<file path="config.mk">
export PLATFORM = sky130hd
export DESIGN_NAME = pchb_ctrl
export DESIGN_NICKNAME = d
export VERILOG_FILES = /design/src/sv/pchb_pkg.sv /design/src/sv/pchb_ctrl.sv
export SDC_FILE = /design/constraint.sdc
export NUM_CORES = 1
export LEC_CHECK = 0
export BUFFER_PORTS_ARGS = -buffer_cell sky130_fd_sc_hd__buf_2
export CAP_MARGIN = 20
export CORE_MARGIN = 2
export CORE_UTILIZATION = 54
export DETAILED_ROUTE_END_ITERATION = 7
export PLACE_DENSITY = 0.85
export SYNTH_ARGS = -nofsm -noshare
export SYNTH_HDL_FRONTEND = slang
export SYNTH_SLANG_ARGS = --single-unit
</file>
<file path="constraint.sdc">
create_clock -name clk -period 2.55 [get_ports clk]
set_clock_uncertainty 0.1 [all_clocks]
set_input_delay 0.51 -clock clk [delete_from_list [all_inputs] [get_ports clk]]
set_output_delay 0.51 -clock clk [all_outputs]
set_load 0.01 [all_outputs]
</file>
<file path="src/sv/pchb_pkg.sv">
// pchb_pkg: shared types and constants for the polyline conform height blend.
// Used by pchb_ctrl, pchb_dp and the top level; depends on nothing.
package pchb_pkg;

  localparam int MAX_POINTS_DEF = 64;
  localparam int T_BITS         = 16;
  localparam logic [16:0] T_ONE = 17'h10000;

  // configuration register indexes
  localparam logic [1:0] CFG_HALF_WIDTH = 2'd0;
  localparam logic [1:0] CFG_MARGIN     = 2'd1;
  localparam logic [1:0] CFG_FALLOFF    = 2'd2;

  localparam int CNT_W     = 6;
  localparam int DIV_STEPS = 16;
  localparam int SQ_STEPS  = 35;

  typedef enum logic [4:0] {
    OP_NOP, OP_LOAD, OP_CAPT, OP_LDA, OP_LDB, OP_DIFF,
    OP_MDX, OP_MDY, OP_MQX, OP_MQY, OP_DOT, OP_DIVT, OP_DSTEP,
    OP_MCX, OP_MCY, OP_MCZ, OP_MEX, OP_MEY, OP_SQSUM, OP_CMP,
    OP_SQI, OP_SQSTEP, OP_DIVU, OP_MUU, OP_MS, OP_ALPHA, OP_MB,
    OP_BLEND, OP_OUT
  } op_t;

  typedef struct packed {
    logic need_blend;   // vertex lies in the falloff zone
  } sts_t;

endpackage

</file>
<file path="src/sv/pchb_ctrl.sv">
// pchb_ctrl: sequencer for loads, the segment walk and the final blend.
// Depends on pchb_pkg; issues op codes and table addresses to pchb_dp.
module pchb_ctrl
  import pchb_pkg::*;
#(
  parameter int MAX_POINTS = MAX_POINTS_DEF,
  parameter int AW = $clog2(MAX_POINTS),
  parameter int CW = $clog2(MAX_POINTS + 1)
) (
  input  logic          clk,
  input  logic          rst,
  input  logic          start,
  input  logic          kind,
  input  logic          start_new,
  input  sts_t          sts,
  output logic          busy,
  output logic          done,
  output op_t           op,
  output logic [AW-1:0] rd_addr,
  output logic [AW-1:0] wr_addr
);

  typedef enum logic [29:0] {
    S_IDLE  = 30'h00000001, S_READA = 30'h00000002, S_LOADA = 30'h00000004,
    S_READB = 30'h00000008, S_LOADB = 30'h00000010, S_DIFF  = 30'h00000020,
    S_MDX   = 30'h00000040, S_MDY   = 30'h00000080, S_MQX   = 30'h00000100,
    S_MQY   = 30'h00000200, S_DOT   = 30'h00000400, S_DIVI  = 30'h00000800,
    S_DIV   = 30'h00001000, S_MCX   = 30'h00002000, S_MCY   = 30'h00004000,
    S_MCZ   = 30'h00008000, S_MEX   = 30'h00010000, S_MEY   = 30'h00020000,
    S_SQS   = 30'h00040000, S_CMP   = 30'h00080000, S_SQI   = 30'h00100000,
    S_SQ    = 30'h00200000, S_CHK   = 30'h00400000, S_DIVU  = 30'h00800000,
    S_MUU   = 30'h01000000, S_MS    = 30'h02000000, S_MA    = 30'h04000000,
    S_MB    = 30'h08000000, S_BL    = 30'h10000000, S_OUT   = 30'h20000000
  } state_t;

  state_t state, state_next;
  logic [CW-1:0]    count;
  logic [AW-1:0]    seg;
  logic [CNT_W-1:0] cnt;
  logic             fin;
  logic             accept, last_seg;

  assign accept   = start && !busy;
  assign busy     = state != S_IDLE;
  assign last_seg = {{(CW-AW){1'b0}}, seg} == count - CW'(2);
  assign rd_addr  = (state == S_READA) ? '0 : seg + AW'(1);
  assign wr_addr  = start_new ? '0 : count[AW-1:0];

  always_comb begin
    state_next = state;
    op = OP_NOP;
    unique case (state)
      S_IDLE: begin
        if (accept && !kind) begin
          if (start_new || count < CW'(MAX_POINTS)) op = OP_LOAD;
        end else if (accept) begin
          op = OP_CAPT;
          state_next = (count < CW'(2)) ? S_OUT : S_READA;
        end
      end
      S_READA: state_next = S_LOADA;
      S_LOADA: begin op = OP_LDA; state_next = S_LOADB; end
      S_READB: state_next = S_LOADB;
      S_LOADB: begin op = OP_LDB; state_next = S_DIFF; end
      S_DIFF:  begin op = OP_DIFF; state_next = S_MDX; end
      S_MDX:   begin op = OP_MDX; state_next = S_MDY; end
      S_MDY:   begin op = OP_MDY; state_next = S_MQX; end
      S_MQX:   begin op = OP_MQX; state_next = S_MQY; end
      S_MQY:   begin op = OP_MQY; state_next = S_DOT; end
      S_DOT:   begin op = OP_DOT; state_next = S_DIVI; end
      S_DIVI:  begin op = OP_DIVT; state_next = S_DIV; end
      S_DIV: begin
        op = OP_DSTEP;
        if (cnt == '0) state_next = fin ? S_MUU : S_MCX;
      end
      S_MCX:   begin op = OP_MCX; state_next = S_MCY; end
      S_MCY:   begin op = OP_MCY; state_next = S_MCZ; end
      S_MCZ:   begin op = OP_MCZ; state_next = S_MEX; end
      S_MEX:   begin op = OP_MEX; state_next = S_MEY; end
      S_MEY:   begin op = OP_MEY; state_next = S_SQS; end
      S_SQS:   begin op = OP_SQSUM; state_next = S_CMP; end
      S_CMP:   begin op = OP_CMP; state_next = last_seg ? S_SQI : S_READB; end
      S_SQI:   begin op = OP_SQI; state_next = S_SQ; end
      S_SQ: begin
        op = OP_SQSTEP;
        if (cnt == '0) state_next = S_CHK;
      end
      S_CHK:   state_next = sts.need_blend ? S_DIVU : S_OUT;
      S_DIVU:  begin op = OP_DIVU; state_next = S_DIV; end
      S_MUU:   begin op = OP_MUU; state_next = S_MS; end
      S_MS:    begin op = OP_MS; state_next = S_MA; end
      S_MA:    begin op = OP_ALPHA; state_next = S_MB; end
      S_MB:    begin op = OP_MB; state_next = S_BL; end
      S_BL:    begin op = OP_BLEND; state_next = S_OUT; end
      S_OUT:   begin op = OP_OUT; state_next = S_IDLE; end
      default: state_next = S_IDLE;
    endcase
  end

  always_ff @(posedge clk) begin
    if (rst) begin
      state <= S_IDLE;
      count <= '0;
      seg   <= '0;
      cnt   <= '0;
      fin   <= 1'b0;
      done  <= 1'b0;
    end else begin
      state <= state_next;
      done  <= state == S_OUT;
      if (op == OP_LOAD) count <= start_new ? CW'(1) : count + CW'(1);
      if (op == OP_CAPT) begin
        seg <= '0;
        fin <= 1'b0;
      end
      if (state == S_CMP && !last_seg) seg <= seg + AW'(1);
      if (state == S_DIVI || state == S_DIVU) cnt <= CNT_W'(DIV_STEPS - 1);
      else if (state == S_SQI) cnt <= CNT_W'(SQ_STEPS - 1);
      else if (cnt != '0) cnt <= cnt - CNT_W'(1);
      if (state == S_CHK) fin <= 1'b1;
    end
  end

endmodule

</file>
==> impl_metrics.csv, run 1 <==
group,metric,value,unit
route,wirelength,10.52,mm
setup_path,max_stage_delay,0.55,ns
timing,finalHoldViolations,0,
yosys,syn_inst,375,
clocking,cts_buffers,5,
cells_and_area,final_cell_mix,"99 x buf_4, 41 x dfxtp_1, 39 x nor2_1, 20 x nand2_1, 20 x buf_2",
timing,slew_headroom,62.69,%
setup_path,criticalPathCategory,"reg -> out",
clocking,clk_pin_slew,0.09,ns
setup_path,worst_path_max_delay_cell,"or4b_4",
yosys,synth-seq-cells,51,
grt,busiest_layer,"met2",
yosys,async_reset_ff_share,0,%
cells_and_area,regArea,0.001033,mm^2
clocking,cts.root.buffer_cell,"clkbuf_8",
route,vias,3492,
timing,period_needed,3.215,ns
cells_and_area,layout_commonest_cell,"buf_4",
setup_path,path_max_fanout,4,
place,place.gp.congestion,0.9612,
min_path,hp-class,"in -> reg",
cells_and_area,fin_util,80.40,%
grt,use_met1,34.83,%
yosys,synth_fa_ha_area_share,2.351,%
cells_and_area,fill_cells,364,
setup_path,critical_path.n_buffers_inverters,1,
yosys,ys_warn_count,0,
setup_path,required,1.94,ns
clocking,cts_sinks,51,
power,p_leak,2.000,nW
cells_and_area,diodes,0,
timing,period_share,126.1,%
route,wl_per_cell,18.02,um
timing,tightest_slew,0.5554,ns
route,drtAntennaViolNets,0,
floorplan,io_pins,25,
timing,worst_hold_slack,0.3361,ns
setup_path,crit_arrival,2.60,ns
place,placed_cells,559,
run_status,status,"finished with violations",
power,power.share.clock,21.2,%
grt,grt_max_degree,23,
cells_and_area,area_delta_synth_final,46.43,%
power,p_sw,0.8427,mW
yosys,synth.distinct_cells,62,
route,drc_errors,0,
cells_and_area,drive_gt1_share,43.03,%
power,swShare,34.48,%
cells_and_area,multi_input_area,0.002313,mm^2
yosys,muxShareOfSynthArea,0.6661,%
clocking,cts_tree,"built",
floorplan,start_util,54.91,%
setup_path,cp_top_family,"simple AND/OR/NAND/NOR gates",
yosys,synth_enable_flop_cells,0,
place,dp.final_hpwl,7.163,mm
grt,grt_usage,31.50,%
place,io_buffers,24,
grt,grt_use_met2,59.42,%
timing,setup_ws,-0.6650,ns
grt,grt_util_met3,5.000,%
floorplan,core,0.005816,mm^2
clocking,clock_latency,0.31,ns
timing,fmax,311.0,MHz
yosys,synth_ff_type,"dfxtp_1",
power,seqPwrFrac,36.7,%
grt,antenna_found_initial,0,
route,drt_pass1_iterations,5,
cells_and_area,layout.cells.non_filler,584,
route,vias_per_cell,5.979,
yosys,ys_seq_area_share,31.97,%
setup_path,cp-start-kind,"register",
yosys,syn_avg_cell_area,8.515,um^2
timing,slew_viol_final,0,
yosys,synth_top_family_by_area,"simple AND/OR/NAND/NOR gates",
floorplan,num_rows,28,
grt,grt_overflow,0,
yosys,syn_area,0.003193,mm^2
power,irDropWorstVdd,0.4328,mV
power,power.density,522.7,mW/mm^2
grt,grt_pass1_vias,3403,
yosys,yosys.area_share.simple,40.01,%
clocking,clockBufferDepth,2,
power,combPwrFrac,42.1,%
floorplan,die_area,0.006544,mm^2
timing,fin_tns_setup,-5.879,ns
cells_and_area,nets,520,
run_status,violations,"negative setup slack",
yosys,synth-xor-area-share,7.406,%
clocking,cts_max_level,2,
timing,rsz0062_at_grt,"true",
cells_and_area,stdcell_area,0.004676,mm^2
flow_run,drv_cap,0,
timing,setup_violations,23,
route,drt_iter0_drc,255,
yosys,synth_nets,387,
power,p_int,1.601,mW
setup_path,worst_setup_path_end_kind,"primary output",
place,place_area,0.004149,mm^2
setup_path,crit_chain,"nor4_4 -> nand4_2 -> or3_4 -> or4b_4 -> and3_4 -> o211ai_2 -> buf_2",
floorplan,die_width,80.90,um
yosys,synth-compound-area-share,14.18,%
floorplan,die_y,80.90,um
grt,grt_first_pass_wirelength,15.82,mm
[sequential cells by signal, indices dropped and copies added, names as in the netlist]
register,flops
fin,1
seg,6
cnt,6
state,30
done,1
count,7
[layer usage]
metal	up-vias	wire length, um	share of wire [%]
met2	120	5669	54
met5	-	0	0
met3	29	462	4.4
met4	0	328	3.1
li1	1643	-	-
met1	1700	4061	39
[synth_stat cells, types with 2 or more instances]
master,n,area [um^2]
a21oi_1,19,95.09
nor4b_1,2,17.52
xnor2_1,14,122.6
and4_1,2,17.52
nand2_1,23,86.33
nor3_1,11,55.05
or3_4,2,22.52
a31oi_1,2,12.51
inv_1,16,60.06
ha_1,6,75.07
nor2b_1,7,43.79
xor2_1,13,113.9
or2_2,4,25.02
nor3_2,5,50.05
o2bb2ai_1,2,17.52
nand4_1,3,18.77
nor4_4,6,127.6
o21a_1,2,15.01
or4_1,7,52.55
nand3b_1,10,75.07
nand2b_1,8,50.05
or3_1,9,56.30
nand4_2,2,25.02
a211oi_1,4,30.03
nor3b_1,6,45.04
o21ai_0,17,85.08
dfxtp_1,51,1021
nor4_1,13,81.33
nor2_1,42,157.7
and3_1,5,31.28
nand3_1,16,80.08
clkbuf_1,7,26.28
o211ai_1,6,45.04
buf_2,3,15.01
a21o_1,2,15.01
nor4b_2,2,30.03
[worst reg2reg max path: cells and delay by family, from the launching register on]
kind	cells	cell delay (ns)
compound gates	1	0.14
buf+inv	6	0.82
flops	1	0.35
simple gates	5	1.21
[final timing paths]
check | start | end | depth (start not counted) | slack [ns]
setup / recovery | state[9]$_SDFFE_PP0P_ | op[4] | 7 | -0.66
hold reg to reg | fin$_SDFFE_PP0P_ | state[13]$_SDFFE_PP0P_ | 1 | 0.39
hold / removal | sts | state[23]$_SDFFE_PP0P_ | 3 | 0.34
setup reg to reg | state[9]$_SDFFE_PP0P_ | count[5]$_SDFFE_PP0N_ | 12 | -0.13
[power groups by stage]
stage                     registers (mW)  clock network [mW]  logic, mW
final                              0.897               0.519       1.03
after detailed placement           0.913                   0      0.853
after global placement             0.910                   0      0.809
after global routing               0.905               0.553       1.10
after floorplan                    0.907                   0      0.518
after CTS                          0.895               0.524      0.945
[final cells by class]
type                    count  share of cell area [%]
multi-input cells         297                   49.48
repair buffers            137                   22.93
flip-flops and latches     51                   22.10
clock buffers               8                   2.141
well taps                  75                   2.007
inverters                  16                   1.338
[per-stage QoR]
step / setup slack [ns] / total power [mW]
6_report: -0.6650 / 2.444
5_1_grt: -0.7223 / 2.556
4_1_cts: -0.6091 / 2.364
3_5_place_dp: -0.2823 / 1.766
3_3_place_gp: -0.3203 / 1.718
2_1_floorplan: -0.2359 / 1.425
[cell families after synthesis]
| family | count (synthesis) |
|---|---|
| muxes | 2 |
| AOI/OAI and AO/OA | 66 |
| buffers and inverters | 27 |
| adders and majority gates | 6 |
| DFF | 51 |
| and+or+nand+nor | 196 |
| xor gates and xnor gates | 27 |
[timing repair]
action,4_1_cts,5_1_grt
hold buffers,0,0
resized for setup,41,26
pin swaps,11,25
endpoints found under the setup margin,37,45
hold endpoints to repair,0,0
setup buffers,10,13
(Power assumes the default switching activity.)
==> inputs of run 2 (changes only) <==
Settings changed: CORE_ASPECT_RATIO set to 1.25.
==> run 2 against run 1 <==
  * The run still ends with negative setup slack left
  * Sequential power hardly changed
  * Setup slack worse by 0.0063 ns
  * Count of clock-buffer cells in the layout decreased by 3
  * Utilization up 2.1 points
  * Total power grew 7.9%
  * Die area is essentially flat
  * Combinational power hardly changed
  * Critical path depth did not move
  * Design area up 1.3%
  * Worst hold slack improved by 0.026 ns
  * Register-to-register slack worse by 0.11 ns
  * Cell count down 1.5%
  * Critical path type unchanged
  * Critical endpoint unchanged
  * Largest cell class unchanged
  * Highest routed layer unchanged
==> impl_metrics.csv, run 2 (synthesized netlist as in run 1, its figures left out) <==
group,metric,value,unit
power,p_leak,2.013,nW
setup_path,cp-start-kind,"register",
timing,period_share,126.3,%
cells_and_area,fin_util,82.54,%
cells_and_area,layout_commonest_cell,"buf_4",
cells_and_area,diodes,0,
clocking,ctsHoldBuffers,0,
clocking,cts_buffers,5,
floorplan,start_util,55.62,%
setup_path,crit_arrival,2.61,ns
clocking,clk_pin_slew,0.10,ns
timing,slew_viol_final,0,
timing,rsz0062_at_grt,"true",
setup_path,reg2reg_depth,11,
timing,setup_violations,33,
timing,finalHoldViolations,0,
cells_and_area,area_delta_synth_final,48.39,%
route,vias_per_cell,6.515,
timing,period_needed,3.221,ns
setup_path,path_max_fanout,4,
grt,grt_overflow,0,
grt,grt_usage,31.87,%
power,p_total,2.638,mW
clocking,cts_max_level,2,
place,place_area,0.004123,mm^2
setup_path,r2r_slack,-0.24,ns
setup_path,rr_endpoint,"count[5]$_SDFFE_PP0N_",
setup_path,max_stage_delay,0.50,ns
clocking,clock_latency,0.32,ns
setup_path,endpoint,"op[4]",
floorplan,num_rows,31,
setup_path,worst_path_max_delay_cell,"or4b_4",
timing,tightest_slew,0.5353,ns
cells_and_area,largestRegisters,"state x30, count x7",
cells_and_area,largest_register_ffs,30,
timing,worst_hold_slack,0.3616,ns
setup_path,worst_r2r_startpoint,"state[9]$_SDFFE_PP0P_",
cells_and_area,layout.cells.non_filler,575,
place,dp.final_hpwl,7.310,mm
place,io_buffers,24,
grt,grt_first_pass_wirelength,16.56,mm
setup_path,worst_setup_path_end_kind,"primary output",
timing,fmax,310.4,MHz
floorplan,die_area,0.006548,mm^2
cells_and_area,regMostFlops,"state",
cells_and_area,nets,520,
cells_and_area,drive_gt1_share,45.19,%
clocking,cts.root.buffer_cell,"clkbuf_8",
route,vias,3746,
clocking,cts_tree,"built",
route,drt_iter0_drc,306,
place,placed_cells,549,
clocking,clockBufferDepth,2,
setup_path,crit_chain,"nor4_4 -> nand4_2 -> or3_4 -> or4b_4 -> and3_4 -> o211ai_2 -> buf_2",
setup_path,critPathLaunch,"state[9]$_SDFFE_PP0P_",
floorplan,io_pins,25,
timing,slew_headroom,64.05,%
route,drc_errors,0,
grt,grt_max_degree,17,
floorplan,die_y,89.98,um
grt,grt_pass1_vias,3554,
run_status,violations,"negative setup slack",
floorplan,die_width,72.78,um
power,irDropWorstVdd,0.4185,mV
route,wirelength,11.78,mm
cells_and_area,fill_cells,309,
floorplan,core,0.005741,mm^2
run_status,status,"finished with violations",
cells_and_area,final_cell_mix,"106 x buf_4, 42 x dfxtp_1, 40 x nor2_1, 21 x buf_2, 20 x nand2_1",
min_path,hp-class,"in -> reg",
route,drtAntennaViolNets,0,
timing,setup_ws,-0.6712,ns
setup_path,criticalPathCategory,"reg -> out",
route,drt_pass1_iterations,6,
setup_path,required,1.94,ns
power,power.density,556.8,mW/mm^2
place,place.gp.congestion,1.049,
flow_run,drv_cap,0,
clocking,cts_sinks,51,
grt,antenna_found_initial,0,
route,wl_per_cell,20.48,um
cells_and_area,stdcell_area,0.004738,mm^2
[run 2: cell types whose count changed in the layout (fill, tap and decap cells not counted), moves of 3 or more]
cell / previous run / this run
nor4_4: 10 / 13
a21oi_2: 1 / 5
buf_4: 99 / 106
buf_6: 15 / 8
a21oi_1: 18 / 14
[run 2: per-layer routing]
layer | wire [um] | vias up | part of all wire, % | GRT usage, %
met3 | 676 | 85 | 5.7 | 5.381
met5 | 0 | - | 0 | 0
met4 | 906 | 0 | 7.7 | 20.83
met1 | 4191 | 1806 | 36 | 33.12
li1 | - | 1645 | - | -
met2 | 6003 | 210 | 51 | 56.67
[run 2: repair_timing]
action | in CTS | in global routing
resized for setup | 24 | 45
setup endpoints to repair | 48 | 50
buffers inserted | 2 | 15
hold endpoints to repair | 0 | 0
cloned | 1 | 0
pin swaps | 8 | 19
[run 2: layout make-up]
type                       instances  area, um^2  area share (%)
tap                               66       82.58           1.743
clock inverter                     3       67.56           1.426
sequential                        51        1032           21.79
inverter                          16       60.06           1.267
clock buffer                       5       68.82           1.452
timing repair buffer             136        1011           21.34
multi-input combinational        298        2416           50.99
[run 2: power breakdown]
part / internal [mW] / switching, mW / total (mW)
sequential: 0.851 / 0.0436 / 0.894
clock: 0.391 / 0.289 / 0.680
combinational: 0.503 / 0.561 / 1.06
[run 2: per-stage QoR]
| step | setup WS (ns) | TNS (ns) |
|---|---|---|
| CTS | -0.6221 | -3.984 |
| floorplan | -0.2359 | -0.4575 |
| global route | -0.6903 | -8.578 |
| finish | -0.6712 | -6.938 |
| detailed placement | -0.2927 | -4.186 |
| global placement | -0.2537 | -2.680 |
[run 2: worst min-delay path by stage]
| stage | depth (start not counted) | slack [ns] | endpoint | from |
|---|---|---|---|---|
| floorplan | 1 | 0.34 | state[13]$_SDFFE_PP0P_ | fin$_SDFFE_PP0P_ |
| global placement | 2 | 0.37 | state[24]$_SDFFE_PP0P_ | fin$_SDFFE_PP0P_ |
| detailed placement | 2 | 0.37 | state[24]$_SDFFE_PP0P_ | fin$_SDFFE_PP0P_ |
| CTS | 3 | 0.34 | state[23]$_SDFFE_PP0P_ | sts |
| global route | 3 | 0.35 | state[23]$_SDFFE_PP0P_ | sts |
| finish | 3 | 0.36 | state[23]$_SDFFE_PP0P_ | sts |
[run 2: critical path: cells and delay by family, from the launching register on]
family / cells / cell delay [ns]
simple gates: 5 / 1.73
flops: 1 / 0.35
compound gates: 1 / 0.05
buf+inv: 1 / 0.15
==> inputs of run 3 (changes only) <==
Settings changed: ABC_CLOCK_PERIOD_IN_PS set to 2550, CELL_PAD_IN_SITES_DETAIL_PLACEMENT set to 0, CELL_PAD_IN_SITES_GLOBAL_PLACEMENT set to 1, CORE_UTILIZATION 54 to 41, CTS_BUF_LIST set to sky130_fd_sc_hd__clkbuf_4 sky130_fd_sc_hd__clkbuf_8 sky130_fd_sc_hd__clkbuf_16.
==> run 3 against run 2 <==
  * The run still ends with negative setup slack left
  * Count of clock-buffer cells in the layout is 1 higher
  * Design area fell by 4.1%
  * Routed wire length fell by 20%
  * Critical path type unchanged
  * Clock power decreased by 33%
  * Largest power group unchanged
  * Worst hold slack worse by 0.021 ns
==> impl_metrics.csv, run 3 (synthesized netlist as in run 1, its figures left out) <==
group,metric,value,unit
timing,period_needed,3.126,ns
place,io_buffers,24,
route,wirelength,9.402,mm
cells_and_area,area_delta_synth_final,42.28,%
power,irDropWorstVdd,0.3098,mV
route,drc_errors,0,
timing,setup_violations,21,
cells_and_area,regMostFlops,"state",
flow_run,drv_cap,0,
route,drt_iter0_drc,233,
setup_path,crit_arrival,2.52,ns
clocking,clk_pin_slew,0.10,ns
timing,fin_tns_setup,-5.021,ns
floorplan,io_pins,25,
cells_and_area,diodes,0,
floorplan,core,0.007657,mm^2
timing,rsz0062_at_grt,"true",
cells_and_area,stdcell_area,0.004543,mm^2
timing,tightest_slew,0.5960,ns
power,p_leak,1.958,nW
run_status,violations,"negative setup slack",
place,place_area,0.004207,mm^2
clocking,cts_tree,"built",
timing,period_share,122.6,%
route,vias,3299,
place,dp.final_hpwl,7.193,mm
setup_path,path_max_fanout,4,
route,vias_per_cell,5.535,
cells_and_area,nets,514,
clocking,cts_sinks,51,
route,drt_pass1_iterations,5,
floorplan,die_width,82.93,um
clocking,clock_latency,0.31,ns
setup_path,worst_setup_path_end_kind,"primary output",
cells_and_area,fin_util,59.33,%
clocking,cts_buffers,5,
cells_and_area,final_cell_mix,"92 x buf_4, 44 x dfxtp_1, 41 x nor2_1, 21 x nand2_1, 20 x buf_2",
place,placed_cells,583,
grt,grt_first_pass_wirelength,15.24,mm
setup_path,worst_path_max_delay_cell,"or3b_4",
timing,fmax,319.9,MHz
grt,grt_pass1_vias,3224,
route,drtAntennaViolNets,0,
timing,finalHoldViolations,0,
timing,slew_headroom,60.03,%
floorplan,die_area,0.008514,mm^2
power,power.density,510.8,mW/mm^2
clocking,ctsHoldBuffers,0,
timing,setup_ws,-0.5757,ns
place,dp_slack,-0.2774,ns
cells_and_area,drive_gt1_share,40.52,%
grt,antenna_found_initial,0,
clocking,cts.root.buffer_cell,"clkbuf_8",
cells_and_area,largest_register_ffs,30,
floorplan,die_y,102.7,um
clocking,cts_max_level,2,
grt,grt_max_degree,14,
setup_path,crit_top_cell,"or3_4",
floorplan,num_rows,36,
grt,grt_usage,22.04,%
setup_path,cp-start-kind,"register",
setup_path,criticalPathCategory,"reg -> out",
cells_and_area,largestRegisters,"state x30, count x7",
cells_and_area,layout.cells.non_filler,596,
cells_and_area,fill_cells,670,
cells_and_area,layout_commonest_cell,"buf_4",
setup_path,crit_chain,"nor4_4 -> buf_4 -> nand4_4 -> or3_4 -> or3_4 -> or3b_4 -> o2111ai_4 -> buf_6",
timing,slew_viol_final,0,
clocking,clockBufferDepth,2,
place,place.gp.congestion,0.9416,
grt,grt_overflow,0,
route,wl_per_cell,15.78,um
min_path,hp-class,"in -> reg",
run_status,status,"finished with violations",
floorplan,start_util,41.70,%
setup_path,max_stage_delay,0.42,ns
setup_path,required,1.94,ns
-- run 3: timing repair --
item / 4_1_cts / 5_1_grt
endpoints found under the setup margin: 24 / 48
resized for setup: 25 / 25
cloned: 0 / 0
setup buffers: 2 / 6
pin swaps: 10 / 15
-- run 3: metal layers --
| layer | GRT usage, % | vias to the layer above | wire length [um] |
|---|---|---|---|
| met4 | 10.84 | 0 | 279 |
| met1 | 24.56 | 1576 | 3873 |
| li1 | - | 1619 | - |
| met3 | 3.042 | 21 | 320 |
| met5 | 0 | - | 0 |
| met2 | 41.50 | 83 | 4929 |
-- run 3: final cells by class --
class	count	area, um^2	share of cell area, %
Multi-Input combinational cell	297	2233	49.16
Clock buffer	6	76.32	1.680
Timing Repair Buffer	131	1022	22.50
Sequential cell	51	1030	22.67
Tap cell	95	118.9	2.616
Inverter	16	62.56	1.377
-- run 3: power breakdown --
| part | switching (mW) | internal (mW) |
|---|---|---|
| clock network | 0.261 | 0.195 |
| registers | 0.0411 | 0.851 |
| logic | 0.478 | 0.496 |
| total | 0.779 | 1.54 |
-- run 3: per-stage QoR --
step / hold WS [ns] / total power, mW
floorplan: 0.3394 / 1.425
global placement: 0.3529 / 1.766
detailed placement: 0.3476 / 1.789
CTS: 0.3346 / 2.273
global route: 0.3387 / 2.448
finish: 0.3402 / 2.321
-- run 3: path summary, 6_finish.rpt --
| check | from | to | slack (ns) | cells past startpoint |
|---|---|---|---|---|
| worst max-delay path | state[16]$_SDFFE_PP0P_ | op[0] | -0.58 | 8 |
| worst min-delay path | sts | state[23]$_SDFFE_PP0P_ | 0.34 | 3 |
| worst max register to register | state[9]$_SDFFE_PP0P_ | count[5]$_SDFFE_PP0N_ | -0.14 | 12 |
| worst min register to register | fin$_SDFFE_PP0P_ | state[13]$_SDFFE_PP0P_ | 0.36 | 1 |
-- run 3: critical path: cells and delay by family (launching register included) --
kind	cells	cell delay [ns]
AND/OR/NAND/NOR	5	1.45
buffers and inverters	2	0.31
AO/OA/AOI/OAI	1	0.10
flip-flops	1	0.35
